## config.mk

```make
export PLATFORM = sky130hd
export DESIGN_NAME = mfpg_ctrl
export DESIGN_NICKNAME = d
export VERILOG_FILES = /design/src/sv/mfpg_pkg.sv /design/src/sv/mfpg_ctrl.sv
export SDC_FILE = /design/constraint.sdc
export NUM_CORES = 1
export LEC_CHECK = 0
export ABC_AREA = 1
export ABC_CLOCK_PERIOD_IN_PS = 3100
export BUFFER_PORTS_ARGS = -buffer_cell sky130_fd_sc_hd__buf_2
export CAP_MARGIN = 15
export CORE_MARGIN = 1.5
export CORE_UTILIZATION = 46
export CTS_CLUSTER_SIZE = 10
export DETAILED_ROUTE_END_ITERATION = 10
export PLACE_DENSITY = 0.69
export SKIP_LAST_GASP = 1
export SYNTH_ARGS = -nofsm -noshare
export SYNTH_HDL_FRONTEND = slang
export SYNTH_SLANG_ARGS = --single-unit
```

## constraint.sdc

```tcl
create_clock -name clk -period 3.1 [get_ports clk]
set_input_delay 0.31 -clock clk [delete_from_list [all_inputs] [get_ports clk]]
set_output_delay 0.31 -clock clk [all_outputs]
set_load 0.01 [all_outputs]
```

## src/sv/mfpg_pkg.sv

```systemverilog
// shared types, constants and arithmetic helpers of the mean flow gradient controller
`timescale 1ns / 1ps
package mfpg_pkg;

	localparam int FRAC_BITS = 16;
	localparam int SUM_W = 64;
	localparam int DIV_STEPS = SUM_W + FRAC_BITS;
	localparam int DIV_CNT_W = $clog2(DIV_STEPS);
	localparam int SAT_W = 68;

	localparam int IN_DATA_W = 160;
	localparam int OUT_DATA_W = 256;
	localparam int CFG_AW = 3;
	localparam int CFG_DW = 32;

	localparam logic [CFG_AW-1:0] REG_TARGET = 3'd0;
	localparam logic [CFG_AW-1:0] REG_DIR_X = 3'd1;
	localparam logic [CFG_AW-1:0] REG_DIR_Y = 3'd2;
	localparam logic [CFG_AW-1:0] REG_DIR_Z = 3'd3;
	localparam logic [CFG_AW-1:0] REG_INIT_GRAD = 3'd4;

	localparam logic signed [17:0] DIR_X_RST = 18'sd65536;

	typedef enum logic [1:0] {
		CMD_ACC = 2'd0,
		CMD_FIN = 2'd1,
		CMD_COR = 2'd2,
		CMD_RST = 2'd3
	} cmd_code_t;

	typedef enum logic [1:0] {
		MSEL_VEL = 2'd0,
		MSEL_T = 2'd1,
		MSEL_GRAD = 2'd2
	} mul_sel_t;

	typedef enum logic [1:0] {
		DSEL_COEF = 2'd0,
		DSEL_MEAN = 2'd1,
		DSEL_INC = 2'd2
	} div_sel_t;

	typedef struct packed {
		logic accept;
		logic mul_en;
		mul_sel_t mul_sel;
		logic ld_spd;
		logic ld_sc;
		logic sc_cor;
		logic acc_add;
		logic div_start;
		div_sel_t div_sel;
		logic ld_mcoef;
		logic ld_diff;
		logic upd;
		logic err;
		logic restart;
		logic ld_t;
		logic ld_ovel;
		logic out_load;
	} ctrl_cmd_t;

	typedef struct packed {
		cmd_code_t item_cmd;
		logic vol_zero;
		logic quot_zero;
		logic div_busy;
		logic out_free;
	} dp_sts_t;

	function automatic logic signed [31:0] sat32(input logic signed [SAT_W-1:0] x);
		logic signed [SAT_W-1:0] hi;
		logic signed [SAT_W-1:0] lo;
		hi = $signed({{(SAT_W-31){1'b0}}, {31{1'b1}}});
		lo = $signed({{(SAT_W-31){1'b1}}, 31'd0});
		if (x > hi) begin
			return 32'sh7fffffff;
		end else if (x < lo) begin
			return 32'sh80000000;
		end
		return x[31:0];
	endfunction

	// signed result from an unsigned quotient magnitude
	function automatic logic signed [31:0] sdiv_sat(input logic [SUM_W-1:0] q, input logic neg);
		if (neg) begin
			if (q > SUM_W'(64'h80000000)) begin
				return 32'sh80000000;
			end
			return $signed(32'd0 - q[31:0]);
		end
		if (q > SUM_W'(64'h7fffffff)) begin
			return 32'sh7fffffff;
		end
		return $signed(q[31:0]);
	endfunction

endpackage

```

## src/sv/mfpg_ctrl.sv

```systemverilog
// controller state machine sequencing accumulate, finish, correct and restart words
`timescale 1ns / 1ps
module mfpg_ctrl (
	input  logic                  clk,
	input  logic                  arst_n,
	input  logic                  s_tvalid,
	output logic                  s_tready,
	input  mfpg_pkg::dp_sts_t     sts,
	output mfpg_pkg::ctrl_cmd_t   cmd
);

	typedef enum logic [20:0] {
		S_IDLE     = 21'h000001,
		S_ACC_MUL  = 21'h000002,
		S_ACC_SPD  = 21'h000004,
		S_ACC_MUL2 = 21'h000008,
		S_ACC_ADD  = 21'h000010,
		S_FIN_CHK  = 21'h000020,
		S_FIN_DIV1 = 21'h000040,
		S_FIN_CHK2 = 21'h000080,
		S_FIN_DIV2 = 21'h000100,
		S_FIN_DIFF = 21'h000200,
		S_FIN_GO3  = 21'h000400,
		S_FIN_DIV3 = 21'h000800,
		S_FIN_UPD  = 21'h001000,
		S_FIN_ERR  = 21'h002000,
		S_COR_MUL  = 21'h004000,
		S_COR_T    = 21'h008000,
		S_COR_MUL2 = 21'h010000,
		S_COR_ADD  = 21'h020000,
		S_RESTART  = 21'h040000,
		S_SRC_MUL  = 21'h080000,
		S_DONE     = 21'h100000
	} state_t;

	state_t state_q;
	state_t state_d;

	always_ff @(posedge clk or negedge arst_n) begin
		if (!arst_n) begin
			state_q <= S_IDLE;
		end else begin
			state_q <= state_d;
		end
	end

	always_comb begin
		state_d = state_q;
		cmd = '0;
		cmd.mul_sel = mfpg_pkg::MSEL_VEL;
		cmd.div_sel = mfpg_pkg::DSEL_COEF;
		unique case (state_q)
			S_IDLE: begin
				if (s_tvalid) begin
					cmd.accept = 1'b1;
					case (sts.item_cmd)
						mfpg_pkg::CMD_ACC: state_d = S_ACC_MUL;
						mfpg_pkg::CMD_FIN: state_d = S_FIN_CHK;
						mfpg_pkg::CMD_COR: state_d = S_COR_MUL;
						mfpg_pkg::CMD_RST: state_d = S_RESTART;
						default: state_d = S_RESTART;
					endcase
				end
			end
			S_ACC_MUL: begin
				cmd.mul_en = 1'b1;
				cmd.mul_sel = mfpg_pkg::MSEL_VEL;
				state_d = S_ACC_SPD;
			end
			S_ACC_SPD: begin
				cmd.ld_spd = 1'b1;
				state_d = S_ACC_MUL2;
			end
			S_ACC_MUL2: begin
				cmd.ld_sc = 1'b1;
				state_d = S_ACC_ADD;
			end
			S_ACC_ADD: begin
				cmd.acc_add = 1'b1;
				state_d = S_SRC_MUL;
			end
			S_FIN_CHK: begin
				if (sts.vol_zero) begin
					state_d = S_FIN_ERR;
				end else begin
					cmd.div_start = 1'b1;
					cmd.div_sel = mfpg_pkg::DSEL_COEF;
					state_d = S_FIN_DIV1;
				end
			end
			S_FIN_DIV1: begin
				if (!sts.div_busy) begin
					state_d = S_FIN_CHK2;
				end
			end
			S_FIN_CHK2: begin
				if (sts.quot_zero) begin
					state_d = S_FIN_ERR;
				end else begin
					cmd.ld_mcoef = 1'b1;
					cmd.div_start = 1'b1;
					cmd.div_sel = mfpg_pkg::DSEL_MEAN;
					state_d = S_FIN_DIV2;
				end
			end
			S_FIN_DIV2: begin
				if (!sts.div_busy) begin
					state_d = S_FIN_DIFF;
				end
			end
			S_FIN_DIFF: begin
				cmd.ld_diff = 1'b1;
				state_d = S_FIN_GO3;
			end
			S_FIN_GO3: begin
				cmd.div_start = 1'b1;
				cmd.div_sel = mfpg_pkg::DSEL_INC;
				state_d = S_FIN_DIV3;
			end
			S_FIN_DIV3: begin
				if (!sts.div_busy) begin
					state_d = S_FIN_UPD;
				end
			end
			S_FIN_UPD: begin
				cmd.upd = 1'b1;
				state_d = S_SRC_MUL;
			end
			S_FIN_ERR: begin
				cmd.err = 1'b1;
				state_d = S_SRC_MUL;
			end
			S_COR_MUL: begin
				cmd.ld_sc = 1'b1;
				cmd.sc_cor = 1'b1;
				state_d = S_COR_T;
			end
			S_COR_T: begin
				cmd.ld_t = 1'b1;
				state_d = S_COR_MUL2;
			end
			S_COR_MUL2: begin
				cmd.mul_en = 1'b1;
				cmd.mul_sel = mfpg_pkg::MSEL_T;
				state_d = S_COR_ADD;
			end
			S_COR_ADD: begin
				cmd.ld_ovel = 1'b1;
				state_d = S_SRC_MUL;
			end
			S_RESTART: begin
				cmd.restart = 1'b1;
				state_d = S_SRC_MUL;
			end
			S_SRC_MUL: begin
				cmd.mul_en = 1'b1;
				cmd.mul_sel = mfpg_pkg::MSEL_GRAD;
				state_d = S_DONE;
			end
			S_DONE: begin
				if (sts.out_free) begin
					cmd.out_load = 1'b1;
					state_d = S_IDLE;
				end
			end
			default: state_d = S_IDLE;
		endcase
	end

	assign s_tready = (state_q == S_IDLE);

	a_div_free: assert property (@(posedge clk) disable iff (!arst_n)
		cmd.div_start |-> !sts.div_busy)
		else $error("divider started while busy");

	a_load_free: assert property (@(posedge clk) disable iff (!arst_n)
		cmd.out_load |-> sts.out_free)
		else $error("result word overwritten before taken");

	a_one_word: assert property (@(posedge clk) disable iff (!arst_n)
		(s_tvalid && s_tready) |=> !s_tready)
		else $error("second word taken while one is in work");

endmodule
```

# After elaboration in Yosys (flattened, before gate mapping)
# Cells that the tools add are included.
op_classes:
  n_addsub: 0
  multipliers: 0
  n_div: 0
  magnitude_cmp: 0
  n_eq_ne: 29
  shifts: 0
  mux: 28
  bitwise: 0
  reduce_logical: 4
ops:
  columns: ["cell", "n"]
  rows:
  - ["$pmux W21 S17", 1]
  - ["$mux W21", 5]
  - ["$pmux W21 S4", 1]
  - ["$mux W14", 2]
  - ["$eq A21 B1 Y1 const B", 1]
  - ["$eq A21 B10 Y1 const B", 1]
  - ["$eq A21 B11 Y1 const B", 1]
  - ["$eq A21 B12 Y1 const B", 1]
  - ["$eq A21 B13 Y1 const B", 1]
  - ["$eq A21 B14 Y1 const B", 1]
  - ["$eq A21 B15 Y1 const B", 1]
  - ["$eq A21 B16 Y1 const B", 1]
  - ["$eq A21 B17 Y1 const B", 1]
  - ["$eq A21 B18 Y1 const B", 1]
  - ["$eq A21 B19 Y1 const B", 1]
  - ["$eq A21 B2 Y1 const B", 1]
  - ["$eq A21 B20 Y1 const B", 1]
  - ["$eq A21 B21 Y1 const B", 1]
  - ["$eq A21 B3 Y1 const B", 1]
  - ["$eq A21 B4 Y1 const B", 1]
  - ["$eq A21 B5 Y1 const B", 1]
  - ["$eq A21 B6 Y1 const B", 1]
  - ["$eq A21 B7 Y1 const B", 1]
  - ["$eq A21 B8 Y1 const B", 1]
  - ["other kinds (12)", 32]
word_totals:
  reg_bits: 21
  latch_bits: 0
  ramBits: 0
  romBits: 0
  in_bits: 9
  output_inout_bits: 20
  elab_cells: 62
  n_memories: 0

# Depth between registers and ports, before layout
depth:
  word_depth: 4
  mapped_depth: 12
  depth_no_buf: 12

# Least setup slack after synthesis
# Ideal clock, no wire load.
synth_timing:
  path_kind: "register -> output"
  from: "register state_q[18]"
  to: "output port cmd[10] in the netlist's numbering"
  arrival_time_ns: 1.419
  required_time_ns: 2.790
  slack_ns: 1.371
  stages_incl_launch_ff: 11
  path_buffers: 1
  cell_sequence: "dfrtp_1 nor2_2 nand2_4 nor2_8 buf_6 nand2_4 nor2_2 inv_2 nor2_4 inv_2 nand3_1"
synth_lines:
  columns: ["element", "line_no", "text"]
  rows:
  - ["from (decl)", "mfpg_ctrl.sv:36", "state_t state_q;"]
  - ["from (signal assigned)", "mfpg_ctrl.sv:43", "state_q <= state_d;"]
  - ["to (decl)", "mfpg_ctrl.sv:9", "output mfpg_pkg::ctrl_cmd_t cmd"]

==> flow_metrics.env <==
export IMPL_ys_ff_latch=21
export IMPL_ff_latch_area_sq_um=527
export IMPL_grt_first_pass_wirelength_microns=5380
export IMPL_drc_errors=0
export IMPL_drt_wl_total_microns=3060
export IMPL_multi_input_area_sq_um=749
export IMPL_hold_buffers=1
export IMPL_hold_viol=0
export IMPL_yosys_area_share_adder_pct=0
export IMPL_period_share_pct=70.8
export IMPL_drt_pass1_iter_count=4
export IMPL_largest_reg_flops=21
export IMPL_final_cell_mix="37 x nor2_1, 35 x inv_1, 28 x buf_2"
export IMPL_post_place_cells=268
export IMPL_die_x_microns=59.1
export IMPL_worst_pin_slew_ns=0.480
export IMPL_synthSimpleGateAreaFrac_pct=47.6
export IMPL_synth_avg_cell_area_sq_um=7.35
export IMPL_slew_headroom_pct=68.0
export IMPL_synth_top_family_by_area="simple AND/OR/NAND/NOR gates"
export IMPL_p_per_area_nw_per_um2=783
export IMPL_skew_ns=0.0130
export IMPL_hp_class="primary input to register"
export IMPL_fin_setup_tns_ns=0
export IMPL_cts_resized=0
export IMPL_diodes=0
export IMPL_synth_compound_area_share_pct=4.15
export IMPL_finalMaxSlewViolations=0
export IMPL_start_kind="register"
export IMPL_drt_iter0_drc=54
export IMPL_globalplace_congestion=0.862
export IMPL_holdPathStages=2
export IMPL_clock_fmax_mhz=456
export IMPL_peakVddDrop_uv=521
export IMPL_fill_cells=308
export IMPL_reg2regPathDepth=10
export IMPL_clock_latency_ns=0.31
export IMPL_cp_arrival_ns=1.88
export IMPL_mostFrequentLayoutCell="nor2_1"
export IMPL_post_cts_setup_buffers=0
export IMPL_yosysSeqAreaShare_pct=36.4
export IMPL_crit_type="register to output pin"
export IMPL_grt_max_degree=22
export IMPL_syn_inst=197
export IMPL_synthMuxAreaShare_pct=0
export IMPL_nets=239
export IMPL_ios=29
export IMPL_portBuffers=28
export IMPL_status="complete, no violations"
export IMPL_postRouteAntennaNets=0
export IMPL_path_clk_slew_ns=0.13
export IMPL_area_growth_syn_to_layout_pct=15.2
export IMPL_ys_warn_count=0
export IMPL_rsz0062_at_grt="no"
export IMPL_drt_vias_per_instance=4.64
export IMPL_cts_root_buf="clkbuf_4"
export IMPL_core_area_sq_um=3030
export IMPL_track_usage_pct=20.4
export IMPL_rows=20
export IMPL_setup_violations=0
export IMPL_leakage_nw=0.997
export IMPL_pre_cts_slack_ns=1.26
export IMPL_fin_crit_ns=2.19
export IMPL_initial_core_util_pct=47.8
export IMPL_grt_overflow_total=0
export IMPL_h_tree_depth=1
export IMPL_cts_sinks=21
export IMPL_worstPathRequired_ns=2.79
export IMPL_top_register="state_q"
export IMPL_die_y_microns=59.1
export IMPL_antenna_found_initial=0
export IMPL_numCtsBuffers=3
export IMPL_fin_hold_ws_ns=0.186
export IMPL_num_vias=1268
export IMPL_dpl_hpwl_microns=2470
export IMPL_grt_pass1_vias=1156
export IMPL_reg_top3="state_q: 21 flops"
export IMPL_syn_area_sq_um=1450
export IMPL_layout_setup_ws_ns=0.906
export IMPL_cts_tree="done"
export IMPL_path_max_fanout=12
export IMPL_fin_util_pct=55.1
export IMPL_drv_cap=0
export IMPL_cts_max_path_buffers=2
export IMPL_drive_gt1_share_pct=30.1
export IMPL_synth_cell_types=26
export IMPL_routedWlPerCell_microns=11.2
export IMPL_fin_cells=273
export IMPL_synth_xor_area_share_pct=0
export IMPL_die_area_sq_um=3490
export IMPL_synth_nets=206
export IMPL_endpoint_kind="output pin"
kinds of logic after synthesis:
kind of cell / after synthesis
flops: 21
compound gates: 9
simple gates: 124
buf+inv: 43
report_power, final:
part	internal (W)	switching [W]	total, W
registers	0.000319	0.0000352	0.000355
logic	0.000263	0.000550	0.000812
clock network	0.0000503	0.0000895	0.000140
total	0.000632	0.000674	0.00131
Yosys cell counts:
library cell  instances  share of area (%)
nor2_2                8                3.5
nor4_1                1               0.43
nand2_4               5                3.9
dfrtp_1              20                 35
nand2_2               3                1.3
nor2_8                2                2.8
or2_1                 2               0.86
o21ai_1               2               0.69
nor2_4                4                3.1
dfstp_2               1                1.8
nand2_1              25                6.5
nor3_1                8                2.8
buf_6                 1               0.78
inv_1                35                9.1
a22o_1                1               0.61
o21ai_0               1               0.35
nand3_1              16                5.5
inv_2                 6                1.6
inv_4                 1               0.43
a21oi_4               1                1.1
a21oi_1               4                1.4
nand4_1               6                2.6
or2_2                 2               0.86
nor2_1               37                9.6
nand3_2               4                2.8
nand3_4               1                1.2
layer usage:
metal  routed length, microns  up-vias  global-route usage (%)  share of wire, %
li1                         -      675                       -                 -
met5                        0        -                       0                 0
met3                       98        5                    2.40               3.2
met1                     1600      562                    30.7                52
met2                     1320       26                    30.2                43
met4                       45        0                    6.82               1.5
through the flow:
step / total power, W / cell area (sq um)
after floorplan: 0.00102 / 1450
after global placement: 0.00117 / 1630
after detailed placement: 0.00117 / 1630
after CTS: 0.00132 / 1670
after global routing: 0.00144 / 1670
final: 0.00131 / 1670
critical path, stage by stage, from the launching register on:
cell and delay, ns:
dfrtp_1 0.43, nor2_2 0.21, nand2_4 0.11, nor2_8 0.24
nand2_4 0.10, nor2_2 0.12, inv_2 0.06, nor2_4 0.08
inv_2 0.04, nand3_1 0.05, buf_2 0.13
layout make-up:
cell class | instances | area share (%)
inverter | 42 | 9.60
timing repair buffer | 29 | 9.00
clock buffer | 4 | 1.58
sequential | 21 | 31.6
tap | 44 | 3.30
multi-input combinational | 133 | 44.9
path summary, 6_finish.rpt:
kind | startpoint | to | slack, ns
setup / recovery | state_q[18] | cmd[10] | 0.91
hold / removal | sts[5] | state_q[1] | 0.19
max in group asynchronous | arst_n | state_q[0] | 2.28
setup reg to reg | state_q[0] | state_q[5] | 1.23
min in group asynchronous | arst_n | state_q[19] | 0.47
hold reg to reg | state_q[11] | state_q[11] | 0.56
No activity file was read; power rests on OpenSTA's default activity.
